--- config.mk ---
export PLATFORM = sky130hd
export DESIGN_NAME = signal_area_integrator_top
export DESIGN_NICKNAME = d
export VERILOG_FILES = /design/src/hdl/sai_pkg.sv /design/src/hdl/sai_ctrl.sv /design/src/hdl/sai_datapath.sv /design/src/hdl/signal_area_integrator_top.sv
export SDC_FILE = /design/constraint.sdc
export NUM_CORES = 2
export LEC_CHECK = 0
export BUFFER_PORTS_ARGS = -buffer_cell sky130_fd_sc_hd__buf_2
export CAP_MARGIN = 20
export CELL_PAD_IN_SITES_DETAIL_PLACEMENT = 1
export CELL_PAD_IN_SITES_GLOBAL_PLACEMENT = 1
export CORE_ASPECT_RATIO = 0.8
export CORE_MARGIN = 4
export CORE_UTILIZATION = 35
export DETAILED_ROUTE_END_ITERATION = 8
export PLACE_DENSITY_LB_ADDON = 0.1
export SLEW_MARGIN = 20
export SYNTH_ARGS = -nofsm -noshare
export SYNTH_HDL_FRONTEND = slang
export SYNTH_SLANG_ARGS = --single-unit
--- constraint.sdc ---
create_clock -name clk -period 30.6 [get_ports clk]
set_clock_uncertainty 0.05 [all_clocks]
set_input_delay 6.12 -clock clk [delete_from_list [all_inputs] [get_ports clk]]
set_output_delay 6.12 -clock clk [all_outputs]
set_load 0.005 [all_outputs]
--- src/hdl/sai_pkg.sv ---
// ----------------------------------------------------------------------------
// sai_pkg
// Shared types, field widths and codes for the signal area integrator.
// ----------------------------------------------------------------------------
`default_nettype none

package sai_pkg;

  // Field widths
  localparam int X_W     = 32;
  localparam int Y_W     = 24;
  localparam int AREA_W  = 64;
  localparam int TOTAL_W = 48;
  localparam int COUNT_W = 21;
  localparam int CFG_W   = 32;
  localparam int IDX_W   = 3;
  localparam int MODE_W  = 2;

  // Multiplier operands: signed x difference or increment and signed y term
  localparam int OPA_W = X_W + 1;
  localparam int OPB_W = Y_W + 2;
  localparam int PROD_W = OPA_W + OPB_W;

  // Stream payload widths, padded to whole bytes
  localparam int S_DATA_W = ((X_W + Y_W + 7) / 8) * 8;
  localparam int M_BITS   = AREA_W + Y_W + TOTAL_W + Y_W + COUNT_W + 1;
  localparam int M_DATA_W = ((M_BITS + 7) / 8) * 8;

  // Divider: one quotient bit per step over the total magnitude
  localparam int DIV_STEPS = TOTAL_W;
  localparam int DIV_CNT_W = $clog2(DIV_STEPS);

  // Sample count field limit and default cap
  localparam int COUNT_FIELD_MAX = (1 << COUNT_W) - 1;
  localparam int MAX_SAMPLES_DEF = 1048576;

  // Configuration register indexes
  localparam logic [IDX_W-1:0] REG_AREA_MODE     = 3'd0;
  localparam logic [IDX_W-1:0] REG_X_INCREMENT   = 3'd1;
  localparam logic [IDX_W-1:0] REG_WINDOW_ENABLE = 3'd2;
  localparam logic [IDX_W-1:0] REG_WINDOW_START  = 3'd3;
  localparam logic [IDX_W-1:0] REG_WINDOW_END    = 3'd4;

  // Area modes
  localparam logic [MODE_W-1:0] MODE_TRAPEZOID = 2'd0;
  localparam logic [MODE_W-1:0] MODE_CONTOUR   = 2'd1;
  localparam logic [MODE_W-1:0] MODE_FIXED_DX  = 2'd2;

  // Register reset values
  localparam logic [X_W-1:0] X_INCREMENT_RST = 32'h0001_0000;
  localparam logic [X_W-1:0] WINDOW_END_RST  = 32'hFFFF_FFFF;

  // Saturation limits
  localparam logic [Y_W-1:0]     Y_MIN_VAL     = 24'h80_0000;
  localparam logic [Y_W-1:0]     Y_MAX_VAL     = 24'h7F_FFFF;
  localparam logic [TOTAL_W-1:0] TOTAL_MIN_VAL = {1'b1, {(TOTAL_W-1){1'b0}}};
  localparam logic [TOTAL_W-1:0] TOTAL_MAX_VAL = {1'b0, {(TOTAL_W-1){1'b1}}};
  localparam logic [AREA_W-1:0]  AREA_MIN_VAL  = {1'b1, {(AREA_W-1){1'b0}}};
  localparam logic [AREA_W-1:0]  AREA_MAX_VAL  = {1'b0, {(AREA_W-1){1'b1}}};

  // Controller states
  typedef enum logic [2:0] {
    ST_IDLE,
    ST_MUL,
    ST_ACC,
    ST_DIV,
    ST_OUT
  } sai_state_t;

  // Controller to datapath commands
  typedef struct packed {
    logic load;
    logic mul;
    logic acc;
    logic div_start;
    logic div_step;
    logic out_load;
  } sai_cmd_t;

  // Datapath to controller status
  typedef struct packed {
    logic last;
    logic out_free;
  } sai_stat_t;

endpackage

`default_nettype wire

--- src/hdl/sai_ctrl.sv ---
// ----------------------------------------------------------------------------
// sai_ctrl
// Sequencer: sample load, multiply, accumulate, then on the last sample a
// bit-serial divide and the result handoff.
// ----------------------------------------------------------------------------
`default_nettype none

module sai_ctrl
  import sai_pkg::*;
(
  input  wire logic      clk,
  input  wire logic      rst,
  input  wire logic      s_tvalid,
  output logic           s_tready,
  input  wire sai_stat_t stat,
  output sai_cmd_t       cmd
);

  sai_state_t           state, state_next;
  logic [DIV_CNT_W-1:0] div_cnt, div_cnt_next;

  // State and divide step counter
  always_ff @(posedge clk) begin
    if (rst) begin
      state   <= ST_IDLE;
      div_cnt <= '0;
    end else begin
      state   <= state_next;
      div_cnt <= div_cnt_next;
    end
  end

  // Next state and commands
  always_comb begin
    state_next   = state;
    div_cnt_next = '0;
    cmd          = '0;
    s_tready     = 1'b0;
    unique case (state)
      ST_IDLE: begin
        s_tready = 1'b1;
        if (s_tvalid) begin
          cmd.load   = 1'b1;
          state_next = ST_MUL;
        end
      end
      ST_MUL: begin
        cmd.mul    = 1'b1;
        state_next = ST_ACC;
      end
      ST_ACC: begin
        cmd.acc = 1'b1;
        if (stat.last) begin
          cmd.div_start = 1'b1;
          state_next    = ST_DIV;
        end else begin
          state_next = ST_IDLE;
        end
      end
      ST_DIV: begin
        cmd.div_step = 1'b1;
        div_cnt_next = div_cnt + 1'b1;
        if (div_cnt == DIV_CNT_W'(DIV_STEPS - 1)) begin
          div_cnt_next = '0;
          state_next   = ST_OUT;
        end
      end
      ST_OUT: begin
        if (stat.out_free) begin
          cmd.out_load = 1'b1;
          state_next   = ST_IDLE;
        end
      end
      default: state_next = ST_IDLE;
    endcase
  end

endmodule

`default_nettype wire

--- src/hdl/sai_datapath.sv ---
// ----------------------------------------------------------------------------
// sai_datapath
// Configuration registers, signal state, area multiplier and saturating
// accumulators, restoring divider for the average, and the output register.
// ----------------------------------------------------------------------------
`default_nettype none

module sai_datapath
  import sai_pkg::*;
#(
  parameter int MAX_SAMPLES = MAX_SAMPLES_DEF
) (
  input  wire logic                clk,
  input  wire logic                rst,
  input  wire logic                cfg_we,
  input  wire logic [IDX_W-1:0]    cfg_index,
  input  wire logic [CFG_W-1:0]    cfg_data,
  input  wire logic [S_DATA_W-1:0] s_tdata,
  input  wire logic                s_tlast,
  input  wire sai_cmd_t            cmd,
  output sai_stat_t                stat,
  output logic                     m_tvalid,
  input  wire logic                m_tready,
  output logic [M_DATA_W-1:0]      m_tdata
);

  localparam int COUNT_CAP_INT =
    (MAX_SAMPLES > COUNT_FIELD_MAX) ? COUNT_FIELD_MAX : MAX_SAMPLES;
  localparam logic [COUNT_W-1:0] COUNT_CAP = COUNT_W'(COUNT_CAP_INT);

  // Configuration registers
  logic [MODE_W-1:0] area_mode;
  logic [X_W-1:0]    x_increment;
  logic              window_enable;
  logic [X_W-1:0]    window_start;
  logic [X_W-1:0]    window_end;

  // Signal state
  logic [X_W-1:0]            prev_x;
  logic signed [Y_W-1:0]     prev_y;
  logic                      have_prev;
  logic [AREA_W-1:0]         area_acc;
  logic signed [Y_W-1:0]     peak_acc;
  logic [TOTAL_W-1:0]        total_acc;
  logic [COUNT_W-1:0]        count_acc;
  logic                      sat_flag;
  logic                      last_flag;

  // Multiplier pipeline
  logic signed [OPA_W-1:0]   op_a, op_a_next;
  logic signed [OPB_W-1:0]   op_b, op_b_next;
  logic signed [PROD_W-1:0]  product;

  // Divider
  logic [TOTAL_W-1:0]        div_q;
  logic [COUNT_W-1:0]        div_rem;
  logic                      div_neg;
  logic [COUNT_W:0]          div_trial;
  logic                      div_ge;

  // Sample fields
  logic [X_W-1:0]            x_in;
  logic signed [Y_W-1:0]     y_in;

  // Combinational terms
  logic signed [Y_W:0]       y_sum;
  logic signed [Y_W:0]       y_diff;
  logic [Y_W:0]              y_absd;
  logic signed [OPA_W-1:0]   dx;
  logic                      win_ok;
  logic [AREA_W-1:0]         addend;
  logic [AREA_W-1:0]         area_sum;
  logic                      area_ovf;
  logic [TOTAL_W:0]          total_sum;
  logic                      total_ovf;
  logic [Y_W-1:0]            avg;

  assign x_in = s_tdata[X_W-1:0];
  assign y_in = $signed(s_tdata[X_W+Y_W-1:X_W]);

  // Configuration writes; unknown indexes drop
  always_ff @(posedge clk) begin
    if (rst) begin
      area_mode     <= MODE_TRAPEZOID;
      x_increment   <= X_INCREMENT_RST;
      window_enable <= 1'b0;
      window_start  <= '0;
      window_end    <= WINDOW_END_RST;
    end else if (cfg_we) begin
      unique case (cfg_index)
        REG_AREA_MODE:     area_mode     <= cfg_data[MODE_W-1:0];
        REG_X_INCREMENT:   x_increment   <= cfg_data[X_W-1:0];
        REG_WINDOW_ENABLE: window_enable <= cfg_data[0];
        REG_WINDOW_START:  window_start  <= cfg_data[X_W-1:0];
        REG_WINDOW_END:    window_end    <= cfg_data[X_W-1:0];
        default: ;
      endcase
    end
  end

  // Multiplier operands for the step ending at this sample
  assign y_sum  = {y_in[Y_W-1], y_in} + {prev_y[Y_W-1], prev_y};
  assign y_diff = {y_in[Y_W-1], y_in} - {prev_y[Y_W-1], prev_y};
  assign y_absd = y_diff[Y_W] ? (~$unsigned(y_diff) + 1'b1) : $unsigned(y_diff);
  assign dx     = $signed({1'b0, x_in}) - $signed({1'b0, prev_x});
  assign win_ok = !window_enable || (area_mode == MODE_FIXED_DX) ||
                  ((x_in > window_start) && (x_in <= window_end));

  always_comb begin
    unique case (area_mode)
      MODE_TRAPEZOID: begin
        op_a_next = dx;
        op_b_next = {y_sum[Y_W], y_sum};
      end
      MODE_CONTOUR: begin
        op_a_next = dx;
        op_b_next = $signed({1'b0, y_absd});
      end
      MODE_FIXED_DX: begin
        op_a_next = $signed({1'b0, x_increment});
        op_b_next = {y_sum[Y_W], y_sum};
      end
      default: begin
        op_a_next = '0;
        op_b_next = '0;
      end
    endcase
    // No step on the first sample or outside the window
    if (!have_prev || !win_ok) begin
      op_a_next = '0;
    end
  end

  // Saturating adds
  assign addend    = {{(AREA_W-PROD_W){product[PROD_W-1]}}, product};
  assign area_sum  = area_acc + addend;
  assign area_ovf  = (area_acc[AREA_W-1] == addend[AREA_W-1]) &&
                     (area_sum[AREA_W-1] != area_acc[AREA_W-1]);
  assign total_sum = {total_acc[TOTAL_W-1], total_acc} +
                     {{(TOTAL_W+1-Y_W){y_in[Y_W-1]}}, y_in};
  assign total_ovf = total_sum[TOTAL_W] != total_sum[TOTAL_W-1];

  // Divider trial subtract
  assign div_trial = {div_rem, div_q[TOTAL_W-1]};
  assign div_ge    = div_trial >= {1'b0, count_acc};

  // Signed, clamped average from quotient magnitude
  always_comb begin
    if (div_neg) begin
      if (div_q > TOTAL_W'({1'b0, Y_MIN_VAL})) begin
        avg = Y_MIN_VAL;
      end else begin
        avg = ~div_q[Y_W-1:0] + 1'b1;
      end
    end else begin
      if (div_q > TOTAL_W'(Y_MAX_VAL)) begin
        avg = Y_MAX_VAL;
      end else begin
        avg = div_q[Y_W-1:0];
      end
    end
  end

  // Signal state, multiplier and accumulators
  always_ff @(posedge clk) begin
    if (rst || cmd.out_load) begin
      prev_x    <= '0;
      prev_y    <= '0;
      have_prev <= 1'b0;
      area_acc  <= '0;
      peak_acc  <= $signed(Y_MIN_VAL);
      total_acc <= '0;
      count_acc <= '0;
      sat_flag  <= 1'b0;
      last_flag <= 1'b0;
    end else begin
      // Take the sample: operands, peak, total, count
      if (cmd.load) begin
        op_a      <= op_a_next;
        op_b      <= op_b_next;
        prev_x    <= x_in;
        prev_y    <= y_in;
        have_prev <= 1'b1;
        last_flag <= s_tlast;
        if (y_in > peak_acc) begin
          peak_acc <= y_in;
        end
        if (total_ovf) begin
          total_acc <= total_sum[TOTAL_W] ? TOTAL_MIN_VAL : TOTAL_MAX_VAL;
        end else begin
          total_acc <= total_sum[TOTAL_W-1:0];
        end
        if (count_acc < COUNT_CAP) begin
          count_acc <= count_acc + 1'b1;
        end
        // Flag a saturated total or a count held at its cap
        if (total_ovf || (count_acc >= COUNT_CAP)) begin
          sat_flag <= 1'b1;
        end
      end
      // Multiply stage
      if (cmd.mul) begin
        product <= op_a * op_b;
      end
      // Accumulate stage
      if (cmd.acc) begin
        if (area_ovf) begin
          area_acc <= area_acc[AREA_W-1] ? AREA_MIN_VAL : AREA_MAX_VAL;
          sat_flag <= 1'b1;
        end else begin
          area_acc <= area_sum;
        end
      end
    end
  end

  // Restoring divider, one quotient bit a cycle
  always_ff @(posedge clk) begin
    if (cmd.div_start) begin
      div_q   <= total_acc[TOTAL_W-1] ? (~total_acc + 1'b1) : total_acc;
      div_rem <= '0;
      div_neg <= total_acc[TOTAL_W-1];
    end else if (cmd.div_step) begin
      div_rem <= div_ge ? COUNT_W'(div_trial - {1'b0, count_acc})
                        : div_trial[COUNT_W-1:0];
      div_q   <= {div_q[TOTAL_W-2:0], div_ge};
    end
  end

  // Output register
  always_ff @(posedge clk) begin
    if (rst) begin
      m_tvalid <= 1'b0;
    end else if (cmd.out_load) begin
      m_tvalid <= 1'b1;
    end else if (m_tready) begin
      m_tvalid <= 1'b0;
    end
  end

  always_ff @(posedge clk) begin
    if (cmd.out_load) begin
      m_tdata <= M_DATA_W'({sat_flag, count_acc, avg, total_acc, peak_acc,
                            area_acc[AREA_W-1], area_acc[AREA_W-1:1]});
    end
  end

  assign stat.last     = last_flag;
  assign stat.out_free = !m_tvalid || m_tready;

endmodule

`default_nettype wire

--- src/hdl/signal_area_integrator_top.sv ---
// ----------------------------------------------------------------------------
// signal_area_integrator_top
// Integrates (x, y) sample streams into area, peak, total, average and count.
// ----------------------------------------------------------------------------
// Usage:
//   Input stream s_*: one (x, y) sample per transaction, s_tlast closes the
//   signal. Output stream m_*: one result transaction per closed signal.
//   Configuration: cfg_we writes cfg_data into register cfg_index
//   (0 area_mode, 1 x_increment, 2 window_enable, 3 window_start,
//   4 window_end); write only while the block is idle.
//   Samples: each sample passes the load, multiply (33x26 multiplier) and
//   accumulate (64-bit saturating add) states before the next is taken.
//   Result: after the last sample of a signal, the bit-serial divider forms
//   the average over the 48-bit total magnitude, one quotient bit per cycle,
//   and the result is loaded once the output register is free.
//   Reset: synchronous rst restores the register defaults, clears the signal
//   state and drops any pending result.
//   Stall: the result waits in the output register while m_tready is low;
//   samples keep flowing until another result is ready to be handed over.
// ----------------------------------------------------------------------------
`default_nettype none

module signal_area_integrator_top
  import sai_pkg::*;
#(
  parameter int MAX_SAMPLES = MAX_SAMPLES_DEF
) (
  input  wire logic                clk,
  input  wire logic                rst,
  // Configuration write port
  input  wire logic                cfg_we,
  input  wire logic [IDX_W-1:0]    cfg_index,
  input  wire logic [CFG_W-1:0]    cfg_data,
  // Sample stream
  input  wire logic                s_tvalid,
  output logic                     s_tready,
  input  wire logic [S_DATA_W-1:0] s_tdata,  // x_value[31:0], y_value[55:32]
  input  wire logic                s_tlast,  // last_sample
  // Result stream
  output logic                     m_tvalid,
  input  wire logic                m_tready,
  // area[63:0], peak[87:64], total[135:88], average[159:136],
  // sample_count[180:160], overflow[181], zero pad[183:182]
  output logic [M_DATA_W-1:0]      m_tdata
);

  sai_cmd_t  cmd;
  sai_stat_t stat;

  sai_ctrl u_ctrl (
    .clk      (clk),
    .rst      (rst),
    .s_tvalid (s_tvalid),
    .s_tready (s_tready),
    .stat     (stat),
    .cmd      (cmd)
  );

  sai_datapath #(
    .MAX_SAMPLES (MAX_SAMPLES)
  ) u_datapath (
    .clk       (clk),
    .rst       (rst),
    .cfg_we    (cfg_we),
    .cfg_index (cfg_index),
    .cfg_data  (cfg_data),
    .s_tdata   (s_tdata),
    .s_tlast   (s_tlast),
    .cmd       (cmd),
    .stat      (stat),
    .m_tvalid  (m_tvalid),
    .m_tready  (m_tready),
    .m_tdata   (m_tdata)
  );

endmodule

`default_nettype wire
* Yosys cells after proc, flatten, opt, wreduce, memory -nomap -nowiden *
Cells that the tools add are included.

storage, ports and cells
  bits in registers = 695
  input bits = 97
  word-level logic and storage cells = 130

operators by class
  $add $sub $neg = 11
  $mul = 1
  magnitude comparators = 8
  eq/ne operators = 17
  mux-type cells = 34
  bitwise operators = 5
  reductions and logical operators = 30

operators by type and width
  operator               count
  $mux 48                5
  $mux 64                2
  $mux 24                3
  $pmux 33 s2            1
  $add 64x64->64         1
  $mul 33x26->59         1
  $pmux 26 s2            1
  $add 48x24->49         1
  $add 48x1->48 const B  1
  $gt 48x23->1 const B   1
  $gt 48x24->1 const B   1
  $not 48->48            1
  $sub 32x32->33         1
  $gt 32x32->1           1
  $le 32x32->1           1
  $add 24x24->25         1
  $add 25x1->25 const B  1
  $mux 25                1
  $not 25->25            1
  $sub 24x24->25         1
  $add 24x1->24 const B  1
  $gt 24x24->1           1
  $not 24->24            1
  $ge 22x21->1           1
  31 further kinds       75

* Longest topological paths before layout *
  depth after elaboration = 7
  mapped depth = 31

* By module *
Synthesis repeated with hierarchy kept, for this count alone.

second synthesis, totals
  cells, all modules = 7612
  area total of the unflattened synthesis = 69855.7 um2

modules (own cells, without submodules)
  module        instances  cells an instance  area an instance (um2)  seq. area each (um2)
  sai_datapath  1          7562               69390.3                 17196.5
  sai_ctrl      1          50                 465.4                   180.2

* Least setup slack after synthesis *
Ideal clock, no wire load.

  path type = input to register
  start = input m_tready
  end = register u_datapath.total_acc[15]
  setup time = 0.128 ns
  arrival = 15.868 ns
  setup slack = 14.554 ns
  stages on the path = 7
  path buffers = 1
  cells stage by stage = nor2b_1 > nor2_1 > or2_2 > clkbuf_1 > nor2_1 > o21ai_0 > o21ai_0

RTL lines
  element                 line                              text
  start: declaration      signal_area_integrator_top.sv:41  input wire logic m_tready,
  end signal: assignment  sai_datapath.sv:189               total_acc <= total_sum[TOTAL_W] ? TOTAL_MIN_VAL : TOTAL_MAX_VAL;
  end signal: assignment  sai_datapath.sv:191               total_acc <= total_sum[TOTAL_W-1:0];
  end: declaration        sai_datapath.sv:44                logic [TOTAL_W-1:0] total_acc;

* Worst setup path in the final report *
  start = input s_tdata[55]
  end = register u_datapath.total_acc[27]

between the ends
  word-level cells in the longest chain between the ends = 3

ends and longest elaborated chain
  element                                       line                                      text
  start: declaration                            signal_area_integrator_top.sv:37          input wire logic [S_DATA_W-1:0] s_tdata,
  $add 48x24->49 (*)                            sai_datapath.sv:139                       assign total_sum = {total_acc[TOTAL_W-1], total_acc} +
  $mux 48 / $ne 1x1->1 (equally long branches)  sai_datapath.sv:189, sai_datapath.sv:141
  $mux 48 (*)                                   sai_datapath.sv:188                       if (total_ovf) begin

Every way passes the cells marked *; elsewhere a longest branch is shown, timed or not.
A chain may end at the register's enable or synchronous reset.

==> impl_metrics.yaml <==
logic_synthesis:
  synth_area_um2: 69600
  netlist.top_cell.by_area: "fa_1"
  ys_seq_elements: 694
  netlist-cell-type-count: 79
  synth-simple-area-share: 0.156
  synth-seq-area-share: 0.250
  synth_edf_count: 348
  synth_area_leaders: "fa_1, edfxtp_1, dfxtp_1"
  synth_top_family_by_area: "adder cells"
  synth_mux_area_frac: 0.00618
  syn_area_per_cell_um2: 9.08
  synth_common_cells: "inv_1, nand2_1, fa_1, a21oi_1, ha_1"
  synth_compound_area_frac: 0.121
  ys.flop_type: "edfxtp_1"
  syn-instance-count: 7671
  synth_warnings: 0
  yosysMostFrequentCell: "inv_1"
  async_reset_ff_frac: 0
  synth_top_area_frac: 0.254
  synthAdderAreaFrac: 0.344
  synth_xor_area_frac: 0.0413
routing:
  wl_per_cell_um: 22.3
  dr.pass1.iters: 7
  drc_errors: 0
  vias: 54100
  vias_per_cell: 5.14
  routed_wirelength_um: 235000
  first_iter_violations: 3350
  ant_nets: 0
global_routing:
  overflow: 0
  grt_pass1_vias: 58889
  track_usage: 0.229
  antenna_found_initial: 10
  grt_max_degree: 139
  grt_pass1_wl_um: 366000
min_path:
  holdCritStartpoint: "u_datapath.count_acc[17]"
  hp-class: "flip-flop to flip-flop"
  holdPathStages: 0
critical_path:
  cp-startpoint: "s_tdata[55]"
  r2r_start: "u_datapath.op_a[32]"
  critical_path_class: "primary input to flip-flop"
  cp-start-kind: "primary input"
  ff2ff_path_depth: 23
  cp-end-kind: "flip-flop"
  worstPathRequired_ns: 31.11
  cp_data_arrival_time_ns: 11.67
  cp_max_fo: 30
clock_tree:
  cts_buffer_depth: 3
  clk_pin_slew_ns: 0.06
  postCtsResizedCells: 0
  cts_buffers: 85
  htree_num_levels: 3
  ctsHoldBuffers: 0
  postCtsSetupRepairBufs: 0
  cts_tree: "built"
  clock-root-buffer: "clkbuf_16"
  clkLatencyLatePin_ns: 0.73
  cts.sinks: 694
floorplan:
  die_y_um: 407
  ioPinCount: 283
  placeableCoreArea_um2: 198000
  die_w_um: 507
  rows: 146
  dieArea_um2: 206000
  initial_core_util: 0.352
placement:
  port_buffers: 280
  post-dp-hpwl_um: 176000
  gp_congestion: 0.850
  placed_cell_area_um2: 73900
status:
  status: "complete, no violations"
sta:
  hold_ws_ns: 0.386
  max-slew-margin-rel: 0.274
  drv_slew: 0
  hold_viol: 0
  fmax_ghz: 0.0896
  fin_crit_ns: 11.16
  final-setup-viol-count: 0
  tightest_slew_ns: 1.09
  rsz0062_at_grt: "false"
  tns_ns: 0
  fin_crit_sh: 0.365
flow_run:
  maxCapViolations: 0
cells_and_area:
  final_area_um2: 76900
  fin_nets: 9229
  fin_util: 0.389
  drive_gt1_frac: 0.0737
  synthToLayoutAreaGrowth_pct: 10.5
cell type report:
class | count | area (um^2)
fillers | 22813 | 121000
multi-input cells | 5458 | 46600
flip-flops and latches | 694 | 17400
inverters | 1154 | 4330
well taps | 2664 | 3330
clock buffers | 111 | 2350
repair buffers | 390 | 2270
clock inverters | 48 | 584
diodes | 6 | 15.0
routing by layer:
| metal | track usage | up-vias | part of all wire |
|---|---|---|---|
| met5 | 0 | - | 0.000089 |
| met2 | 0.368 | 867 | 0.45 |
| met3 | 0.0269 | 190 | 0.039 |
| met1 | 0.338 | 27917 | 0.50 |
| met4 | 0.0373 | 4 | 0.014 |
| li1 | - | 25122 | - |
sequential cells by signal, indices dropped and copies added (netlist names):
register	count
u_datapath.peak_acc	24
u_datapath.window_end	32
u_datapath.count_acc	21
u_datapath.div_rem	21
u_datapath.total_acc	48
u_datapath.area_mode	2
u_datapath.window_enable	1
u_datapath.div_neg	1
u_datapath.last_flag	1
u_datapath.op_a	33
u_datapath.prev_x	32
u_ctrl.div_cnt	6
u_datapath.product	59
u_datapath.op_b	26
u_datapath.m_tdata	181
u_datapath.have_prev	1
u_datapath.prev_y	24
u_datapath.m_tvalid	1
u_datapath.area_acc	64
u_datapath.sat_flag	1
u_datapath.div_q	48
u_ctrl.state	3
u_datapath.x_increment	32
u_datapath.window_start	32
cells in the final DEF, fill, tap and decap left out, drive strengths merged, types with 346 or more instances in the layout:
master,netlist,routed
edfxtp,348,348
o21ai,379,379
and2,368,368
inv,1153,1163
nand2,1112,1112
buf,13,390
dfxtp,346,346
fa,884,884
a21oi,511,511
ha,465,465
cell families after synthesis:
logic type	after synthesis
AND/OR/NAND/NOR	2293
buffers and inverters	1520
AO/OA/AOI/OAI	1402
adder cells (fa/ha/maj)	1390
flip-flops	694
XOR/XNOR	328
multiplexers	43
other	1
stage by stage:
| step | setup WS (ns) | instances |
|---|---|---|
| 6_report | 19.44 | 10525 |
| 5_1_grt | 18.99 | 10519 |
| 4_1_cts | 19.46 | 10518 |
| 3_5_place_dp | 18.66 | 10359 |
| 3_3_place_gp | 18.90 | 10357 |
| 2_1_floorplan | 14.55 | 7672 |
critical path, cell delays in order:
cell and delay [ns]:
buf_2 0.56, ha_1 0.39, a21o_1 0.19, a21o_1 0.20, a2111oi_0 0.56, o211ai_1 0.22, and3_1 0.23, o311ai_1 0.50
a211oi_1 0.22, o41ai_1 0.64, o21ai_1 0.30, xnor2_2 0.74, buf_4 0.43, maj3_1 0.25, a21oi_1 0.07
worst paths after layout:
check / to / slack, ns
max reg2reg: u_datapath.product[58] / 21.10
min: u_datapath.m_tdata[177] / 0.39
min reg2reg: u_datapath.m_tdata[177] / 0.39
max: u_datapath.total_acc[27] / 19.44
Power is not shown: default switching activity piles up to over one toggle a cycle in this logic, so the estimate is an artifact.
